**src/sv/smpe_pkg.sv**
```systemverilog
// smpe_pkg: shared types and codes of the score map peak extractor
// used by smpe_cfg and score_map_peak_extractor_top; no dependencies

package smpe_pkg;

    // configuration register indexes
    localparam int CFG_IDX_W = 3;
    localparam int CFG_DATA_W = 9;

    localparam logic [CFG_IDX_W-1:0] CFG_PICK_MINIMUM    = 3'd0;
    localparam logic [CFG_IDX_W-1:0] CFG_MAX_MATCHES     = 3'd1;
    localparam logic [CFG_IDX_W-1:0] CFG_MAP_WIDTH       = 3'd2;
    localparam logic [CFG_IDX_W-1:0] CFG_MAP_HEIGHT      = 3'd3;
    localparam logic [CFG_IDX_W-1:0] CFG_TEMPLATE_WIDTH  = 3'd4;
    localparam logic [CFG_IDX_W-1:0] CFG_TEMPLATE_HEIGHT = 3'd5;

    // most peaks per run
    localparam int MAX_RESULTS = 64;
    localparam int MATCH_CNT_W = $clog2(MAX_RESULTS);

    // decoded run settings handed from the register file to the datapath
    typedef struct packed {
        logic                   pick_min;     // 1: smallest score wins
        logic [MATCH_CNT_W-1:0] match_last;   // peaks per run minus one
        logic [CFG_DATA_W-1:0]  map_width;    // raw column count
        logic [CFG_DATA_W-1:0]  map_height;   // raw row count
        logic [7:0]             half_w;       // suppression half width
        logic [7:0]             half_h;       // suppression half height
        logic                   single_peak;  // empty window, stop after first peak
    } smpe_cfg_t;

    // run sequencer states
    typedef enum logic [2:0] {
        ST_IDLE,
        ST_SCAN,
        ST_WAIT,
        ST_EMIT,
        ST_BOUNDS,
        ST_BASE,
        ST_MARK
    } smpe_state_t;

endpackage

```
**src/sv/smpe_cfg.sv**
```systemverilog
// smpe_cfg: configuration registers of the score map peak extractor
// decodes writes and derives run settings; depends on smpe_pkg

module smpe_cfg
    import smpe_pkg::*;
(
    input  logic                  clk,
    input  logic                  rst_n,
    input  logic                  cfg_we,
    input  logic [CFG_IDX_W-1:0]  cfg_index,
    input  logic [CFG_DATA_W-1:0] cfg_data,
    output smpe_cfg_t             cfg
);

    logic       pick_minimum_reg;
    logic [6:0] max_matches_reg;
    logic [8:0] map_width_reg;
    logic [8:0] map_height_reg;
    logic [8:0] template_width_reg;
    logic [8:0] template_height_reg;

    // register writes, unknown indexes ignored
    always_ff @(posedge clk or negedge rst_n)
    begin
        if (!rst_n)
        begin
            pick_minimum_reg    <= 1'b1;
            max_matches_reg     <= 7'd1;
            map_width_reg       <= 9'd256;
            map_height_reg      <= 9'd256;
            template_width_reg  <= 9'd1;
            template_height_reg <= 9'd1;
        end
        else if (cfg_we)
        begin
            unique case (cfg_index)
                CFG_PICK_MINIMUM:    pick_minimum_reg    <= cfg_data[0];
                CFG_MAX_MATCHES:     max_matches_reg     <= cfg_data[6:0];
                CFG_MAP_WIDTH:       map_width_reg       <= cfg_data;
                CFG_MAP_HEIGHT:      map_height_reg      <= cfg_data;
                CFG_TEMPLATE_WIDTH:  template_width_reg  <= cfg_data;
                CFG_TEMPLATE_HEIGHT: template_height_reg <= cfg_data;
                default:             ;
            endcase
        end
    end

    // derived settings: clamped peak count, half window sizes and single-peak flag
    always_comb
    begin
        cfg.pick_min   = pick_minimum_reg;
        cfg.map_width  = map_width_reg;
        cfg.map_height = map_height_reg;
        cfg.half_w     = template_width_reg[8:1];
        cfg.half_h     = template_height_reg[8:1];
        cfg.single_peak = (template_width_reg[8:1] == 8'd0) ||
                          (template_height_reg[8:1] == 8'd0);
        if (max_matches_reg == 7'd0)
        begin
            cfg.match_last = '0;
        end
        else if (32'(max_matches_reg) > MAX_RESULTS)
        begin
            cfg.match_last = MATCH_CNT_W'(MAX_RESULTS - 1);
        end
        else
        begin
            cfg.match_last = MATCH_CNT_W'(max_matches_reg - 7'd1);
        end
    end

endmodule

```
**config.mk**
```make
export PLATFORM = sky130hd
export DESIGN_NAME = smpe_cfg
export DESIGN_NICKNAME = d
export VERILOG_FILES = /design/src/sv/smpe_pkg.sv /design/src/sv/smpe_cfg.sv
export SDC_FILE = /design/constraint.sdc
export NUM_CORES = 1
export LEC_CHECK = 0
export ABC_CLOCK_PERIOD_IN_PS = 1600
export BUFFER_PORTS_ARGS = -buffer_cell sky130_fd_sc_hd__buf_2
export CAP_MARGIN = 20
export CORE_MARGIN = 3
export CORE_UTILIZATION = 50
export CTS_CLUSTER_DIAMETER = 200
export DETAILED_ROUTE_END_ITERATION = 8
export PLACE_DENSITY_LB_ADDON = 0.25
export REMOVE_ABC_BUFFERS = 1
export SLEW_MARGIN = 30
export SYNTH_ARGS = -nofsm -noshare
export SYNTH_HDL_FRONTEND = slang
export SYNTH_SLANG_ARGS = --single-unit
```
**constraint.sdc**
```tcl
create_clock -name clk -period 1.6 [get_ports clk]
set_clock_uncertainty 0.05 [all_clocks]
set_input_delay 0.08 -clock clk [delete_from_list [all_inputs] [get_ports clk]]
set_output_delay 0.08 -clock clk [all_outputs]
set_load 0.1 [all_outputs]
```
==> results of run 1 <==
==> per-layer routing <==
layer,vias to the layer above,routed length (µm),GRT usage
li1,657,-,-
met1,703,1717,0.2478
met2,43,2345,0.3852
met3,12,207,0.06323
met4,0,96,0.08354
met5,-,0,0
==> repair_timing <==
action,in CTS,in global routing
pin swaps,6,5
hold endpoints to repair,18,0
cloned,0,0
resized for setup,17,10
setup endpoints to repair,7,7
buffers inserted,1,3
hold buffers,1,0
==> logic make-up (layout without fill, tap and decap cells) <==
logic type	after synthesis	count (layout)	share of synthesized area
compound gates	14	14	0.05013
mux	39	39	0.2335
simple gates	29	29	0.1062
buf+inv	9	83	0.02968
fa+ha+maj	4	4	0.02375
flops	42	42	0.5567
==> cell type report <==
| type | instances | area [µm²] |
|---|---|---|
| multi-input combinational | 86 | 904.6 |
| tap | 46 | 57.56 |
| fill | 216 | 862.1 |
| sequential | 42 | 1056 |
| timing repair buffer | 72 | 520.5 |
| inverter | 4 | 17.52 |
| clock buffer | 7 | 76.32 |
==> path summary, 6_finish.rpt <==
kind / startpoint / end / slack [ns] / cells past startpoint
min in group asynchronous: rst_n / template_height_reg[2]$_DFFE_PN0P_ / 0.23 / 2
setup / recovery: max_matches_reg[0]$_DFFE_PN1P_ / cfg[38] / -0.38 / 7
setup reg to reg: max_matches_reg[0]$_DFFE_PN1P_ / max_matches_reg[0]$_DFFE_PN1P_ / 0.42 / 4
hold / removal: cfg_data[0] / max_matches_reg[0]$_DFFE_PN1P_ / 0.006 / 3
hold reg to reg: map_height_reg[0]$_DFFE_PN0P_ / map_height_reg[0]$_DFFE_PN0P_ / 0.46 / 1
max in group asynchronous: rst_n / map_width_reg[8]$_DFFE_PN1P_ / 0.71 / 3
==> worst max-delay path: stages (launching register included) <==
cell                       delay [ns]
sky130_fd_sc_hd__dfstp_2         0.57
sky130_fd_sc_hd__inv_4           0.05
sky130_fd_sc_hd__buf_4           0.14
sky130_fd_sc_hd__buf_4           0.13
sky130_fd_sc_hd__a311oi_1        0.29
sky130_fd_sc_hd__nor3_2          0.08
sky130_fd_sc_hd__buf_4           0.15
sky130_fd_sc_hd__buf_12          0.16
==> where the power goes <==
part / switching, mW / internal, mW
Clock: 0.322 / 0.300
Sequential: 0.194 / 1.31
Combinational: 2.35 / 0.788
==> Yosys cell counts (all sizes together) <==
cell | instances | area, µm²
dfrtp | 38 | 950.9
maj3 | 2 | 20.02
a2111oi | 1 | 8.760
o21ai | 3 | 15.01
nand2 | 8 | 30.03
nor4 | 4 | 25.02
a211oi | 2 | 15.01
and3 | 2 | 12.51
a311oi | 2 | 17.52
clkbuf | 1 | 3.750
nor3 | 6 | 46.30
nand4b | 2 | 30.03
o21bai | 1 | 7.510
ha | 2 | 25.02
o31ai | 1 | 7.510
nor4b | 1 | 8.760
nand3b | 1 | 7.510
nand2b | 2 | 12.51
a21oi | 3 | 15.01
inv | 4 | 15.01
nor2 | 1 | 3.750
dfstp | 4 | 105.1
buf | 4 | 37.53
and4bb | 2 | 25.02
mux2 | 39 | 442.9
o221ai | 1 | 8.760
==> metrics.log, run 1 <==
INFO  metric clkSinkCount = 42
INFO  metric grtUsageTotal = 0.2185
INFO  metric avgSynthCellArea = 13.85 µm²
INFO  metric max_clock_freq = 0.5044 GHz
INFO  metric cts.htree.levels = 2
INFO  metric num_vias = 1415
INFO  metric worst_tran_pin_value = 0.5001 ns
INFO  metric drt.antenna.violating_nets = 0
INFO  metric cts.path.max_buffers = 2
INFO  metric num_io_pins = 57
INFO  metric slew_headroom = 0.6689
INFO  metric initial_standard_cell_utilization_of_the_core = 0.5428
INFO  metric setup.worst_path.end_class = output port
INFO  metric outcome = complete, but fails checks
INFO  metric grt_setup_unrepaired = yes
INFO  metric tritoncts = built
INFO  metric failed_checks = setup timing
INFO  metric post-route-period-util = 1.239
INFO  metric design.die.area = 4568 µm²
INFO  metric num_antenna_cells = 0
INFO  metric iteration_0_drc_markers = 36
INFO  metric design_power_total = 5.271 mW
INFO  metric synth_warnings = 0
INFO  metric yosys_register_bits = 42
INFO  metric crit_arrival = 1.85 ns
INFO  metric setup_viol = 6
INFO  metric detailedPlacementHpwl = 3155 µm
INFO  metric wire_per_inst = 16.99 µm
INFO  metric overflow = 0
INFO  metric static-leakage-power = 1.197 nW
INFO  metric core.rowCount = 21
INFO  metric vias_per_cell = 5.506
INFO  metric layout_setup_ws = -0.3826 ns
INFO  metric synth.yosys.seq_area_share = 0.5567
INFO  metric ctsRootBufferMaster = sky130_fd_sc_hd__clkbuf_8
INFO  metric antenna_found_initial = 0
INFO  metric placed_area = 2394 µm²
INFO  metric synth_cell_type_count = 31
INFO  metric layout.cells.non_filler = 257
INFO  metric final_cell_mix = 49 x sky130_fd_sc_hd__buf_2, 38 x sky130_fd_sc_hd__mux2_2, 38 x sky130_fd_sc_hd__dfrtp_1
INFO  metric drc_errors = 0
INFO  metric global_route_wire_length_before_repair = 7293 µm
INFO  metric hold_fails_final_rpt = 0
INFO  metric setup.worst_path.class = reg2out
INFO  metric fin_setup_tns = -1.691 ns
INFO  metric place.port_buffers = 56
INFO  metric hold_ws = 0.006440 ns
INFO  metric chipWidth = 67.59 µm
INFO  metric post_synthesis_cell_area = 1897 µm²
INFO  metric drv_cap = 0
INFO  metric startpoint_type = register
INFO  metric clkTransAtPathRegs = 0.07 ns
INFO  metric clock_insertion_delay_worst_skew = 0.29 ns
INFO  metric post_place_cells = 245
INFO  metric fin_nets = 228
INFO  metric cts_buffers = 5
INFO  metric pwr_density = 2002 nW/µm²
INFO  metric dp_worst_setup_slack = -0.1635 ns
INFO  metric timing_max_transition_violations_final = 0
INFO  metric routabilityCongestion = 0.7867
INFO  metric layout_commonest_cell = sky130_fd_sc_hd__buf_2
INFO  metric totalWireLength = 4367 µm
INFO  metric synthesis.instances = 137
INFO  metric grt_max_degree = 23
INFO  metric max-vdd-ir-drop = 1.222 mV
INFO  metric post-route-util = 0.7533
INFO  metric hp-class = in2reg
INFO  metric floorplan.core_area = 3495 µm²
INFO  metric fin_area = 2633 µm²
INFO  metric chipHeight = 67.59 µm
INFO  metric drt_pre_antenna_iters = 4
INFO  metric period_minus_slack = 1.983 ns
INFO  metric crit_path_max_fanout = 3
INFO  metric vias_in_the_first_global_route = 1482
INFO  metric post_route_cells_drive_above_1_share = 0.6825
INFO  metric areaGrowthSynthToFinish = 38.79%
INFO  metric required_worst_endpoint = 1.47 ns
No activity file was read; power rests on OpenSTA's default activity.
==> run 2, diff against run 1 <==
REMOVE_ABC_BUFFERS = default   (was 1)
==> run 2 against run 1 <==
The flow still finishes with violations (setup timing). Utilization rose by 2.3 points. Cell area is 3.0% higher. Non-clock buffer count up 2. Worst hold slack gained 0.016 ns. Power is 1.9% higher. Sequential power about the same. Routed wire length rose by 4.2%. Flip-flop and latch count unchanged. First-iteration DRC count is 44% higher. Die area stayed put. Worst setup slack lost 0.0064 ns. Highest routed layer unchanged.
==> metrics.log, run 2 (synthesis gave the netlist of run 1 again) <==
INFO  metric outcome = complete, but fails checks
INFO  metric failed_checks = setup timing
INFO  metric hold_fails_final_rpt = 0 (unchanged)
INFO  metric antenna_found_initial = 0 (unchanged)
INFO  metric post-route-period-util = 1.243 (+0.003983)
INFO  metric vias_in_the_first_global_route = 1464 (-1.2%)
INFO  metric num_antenna_cells = 0 (unchanged)
INFO  metric vias_per_cell = 5.562 (+1.0%)
INFO  metric setup.worst_path.end_class = output port
INFO  metric drv_cap = 0 (unchanged)
INFO  metric cts.htree.levels = 2 (unchanged)
INFO  metric comb_power_share = 0.594 (-0.002)
INFO  metric clkTransAtPathRegs = 0.07 ns (about the same)
INFO  metric num_vias = 1446 (+2.2%)
INFO  metric hp-class = in2reg
INFO  metric design_power_total = 5.371 mW (+1.9%)
INFO  metric grt_max_degree = 24 (+4.3%)
INFO  metric power.switching_fraction = 0.5434 (-0.001293)
INFO  metric fillerInstances = 212 (-1.9%)
INFO  metric num_io_pins = 57 (unchanged)
INFO  metric layout_setup_ws = -0.3890 ns (-0.006373 ns)
INFO  metric initial_standard_cell_utilization_of_the_core = 0.5428 (unchanged)
INFO  metric cpMaxStageDelayCell = sky130_fd_sc_hd__dfrtp_1
INFO  metric place.port_buffers = 56 (unchanged)
INFO  metric setup_viol = 6 (unchanged)
INFO  metric chipHeight = 67.59 µm (unchanged)
INFO  metric seqPwrFrac = 0.286 (about the same)
INFO  metric grtUsageTotal = 0.2193 (+0.0007531)
INFO  metric clock_insertion_delay_worst_skew = 0.28 ns (about the same)
INFO  metric core.rowCount = 21 (unchanged)
INFO  metric slew_headroom = 0.6687 (about the same)
INFO  metric design.die.area = 4568 µm² (unchanged)
INFO  metric cts.path.max_buffers = 2 (unchanged)
INFO  metric final_cell_mix = 49 x sky130_fd_sc_hd__buf_2, 38 x sky130_fd_sc_hd__mux2_2, 22 x sky130_fd_sc_hd__dfrtp_1
INFO  metric crit_chain = nor3_2, buf_4, a211oi_2, a211oi_4, buf_12
INFO  metric p_sw = 2.919 mW (+1.7%)
INFO  metric required_worst_endpoint = 1.47 ns (about the same)
INFO  metric global_route.usage.met1 = 0.2641 (+0.01624)
INFO  metric static-leakage-power = 1.208 nW (+0.93%)
INFO  metric areaGrowthSynthToFinish = 42.94%
INFO  metric cts_buffers = 5 (unchanged)
INFO  metric period_minus_slack = 1.989 ns (+0.006373 ns)
INFO  metric setup.worst_path.class = reg2out
INFO  metric grt.met3_usage = 0.05824 (-0.004992)
INFO  metric post_route_cells_drive_above_1_share = 0.7664 (+0.08389)
INFO  metric gr-usage-met2 = 0.3767 (-0.008505)
INFO  metric max-vdd-ir-drop = 1.482 mV (+21%)
INFO  metric global_route_wire_length_before_repair = 7162 µm (-1.8%)
INFO  metric startpoint_type = register
INFO  metric floorplan.core_area = 3495 µm² (unchanged)
INFO  metric cp_slowest_stage_delay = 0.49 ns (-0.08 ns)
INFO  metric drt.antenna.violating_nets = 0 (unchanged)
INFO  metric drc_errors = 0 (unchanged)
INFO  metric p_int = 2.452 mW (+2.2%)
INFO  metric ctsRootBufferMaster = sky130_fd_sc_hd__clkbuf_8
INFO  metric crit_path_max_fanout = 7 (+4)
INFO  metric power.clock.fraction = 0.120 (+0.002)
INFO  metric detailedPlacementHpwl = 3281 µm (+4.0%)
INFO  metric totalWireLength = 4551 µm (+4.2%)
INFO  metric crit_arrival = 1.86 ns (about the same)
INFO  metric globalRoute.busiestLayer = met2
INFO  metric overflow = 0 (unchanged)
INFO  metric clkSinkCount = 42 (unchanged)
INFO  metric dp_worst_setup_slack = -0.1359 ns (+0.02757 ns)
INFO  metric routabilityCongestion = 0.7648 (-2.8%)
INFO  metric drt_pre_antenna_iters = 4 (unchanged)
INFO  metric max_clock_freq = 0.5028 GHz (-0.32%)
INFO  metric pwr_density = 1981 nW/µm² (-1.1%)
INFO  metric iteration_0_drc_markers = 52 (+44%)
INFO  metric timing_max_transition_violations_final = 0 (unchanged)
INFO  metric wire_per_inst = 17.50 µm (+3.0%)
INFO  metric chipWidth = 67.59 µm (unchanged)
INFO  metric worst_tran_pin_value = 0.5005 ns (+0.0003266 ns)
INFO  metric grt_setup_unrepaired = yes
INFO  metric layout_commonest_cell = sky130_fd_sc_hd__buf_2
INFO  metric fin_nets = 230 (+0.88%)
INFO  metric tritoncts = built
INFO  metric synth_nets = 154
-- run 2: area by class of cell --
class	instances	area, µm²	share of cell area
clock buffer	8	80.08	0.02953
inverter	4	17.52	0.006461
multi-input combinational	86	935.9	0.3452
sequential	42	1076	0.3969
tap	46	57.56	0.02123
timing repair buffer	74	544.3	0.2007
-- run 2: critical path: cells and delay by family, from the launching register on --
family / cells / cell delay (ns)
buffers and inverters: 2 / 0.41
flip-flops: 1 / 0.49
AND/OR/NAND/NOR: 1 / 0.37
AO/OA/AOI/OAI: 2 / 0.29
-- run 2: through the flow --
step                      std cells  TNS, ns  cell area (µm²)  hold slack (ns)  utilization
final                           260   -1.851             2711          0.02229       0.7759
after floorplan                 137   -1.002             2013          -0.2656            -
after global placement          249  -0.1793             2525      -0.00004818       0.7225
after global routing            260   -2.281             2711          0.02052       0.7759
after detailed placement        249  -0.4218             2525         0.002822       0.7225
after CTS                       260   -1.944             2680          0.01266       0.7669
-- run 2: repair_timing --
item,in CTS,in global routing
buffers inserted,1,0
hold buffers,2,0
setup endpoints to repair,7,7
hold endpoints to repair,18,0
pin swaps,2,2
resized for setup,13,6
-- run 2: power by group through the flow --
stage	sequential [mW]	clock (mW)	combinational, mW
CTS	1.51	0.653	3.16
finish	1.54	0.644	3.19
detailed placement	1.52	0	3.09
floorplan	2.90	0	0.996
global placement	1.50	0	3.04
global route	1.57	0.692	3.29
-- run 2: worst paths after layout --
path	startpoint	slack, ns	end	cells after the start
worst max-delay path	max_matches_reg[4]$_DFFE_PN0P_	-0.39	cfg[40]	5
worst min-delay path	cfg_data[8]	0.02	template_height_reg[8]$_DFFE_PN0P_	2
worst min register to register	map_width_reg[4]$_DFFE_PN0P_	0.46	map_width_reg[4]$_DFFE_PN0P_	1
worst max register to register	max_matches_reg[6]$_DFFE_PN0P_	0.51	max_matches_reg[6]$_DFFE_PN0P_	2
min in group asynchronous	rst_n	0.22	map_height_reg[2]$_DFFE_PN0P_	2
max in group asynchronous	rst_n	0.72	map_width_reg[8]$_DFFE_PN1P_	3
-- run 2: layer usage --
metal | up-vias | part of all wire
met5 | - | 0
met4 | 0 | 0.020
met3 | 7 | 0.052
met2 | 40 | 0.53
met1 | 742 | 0.40
li1 | 657 | -
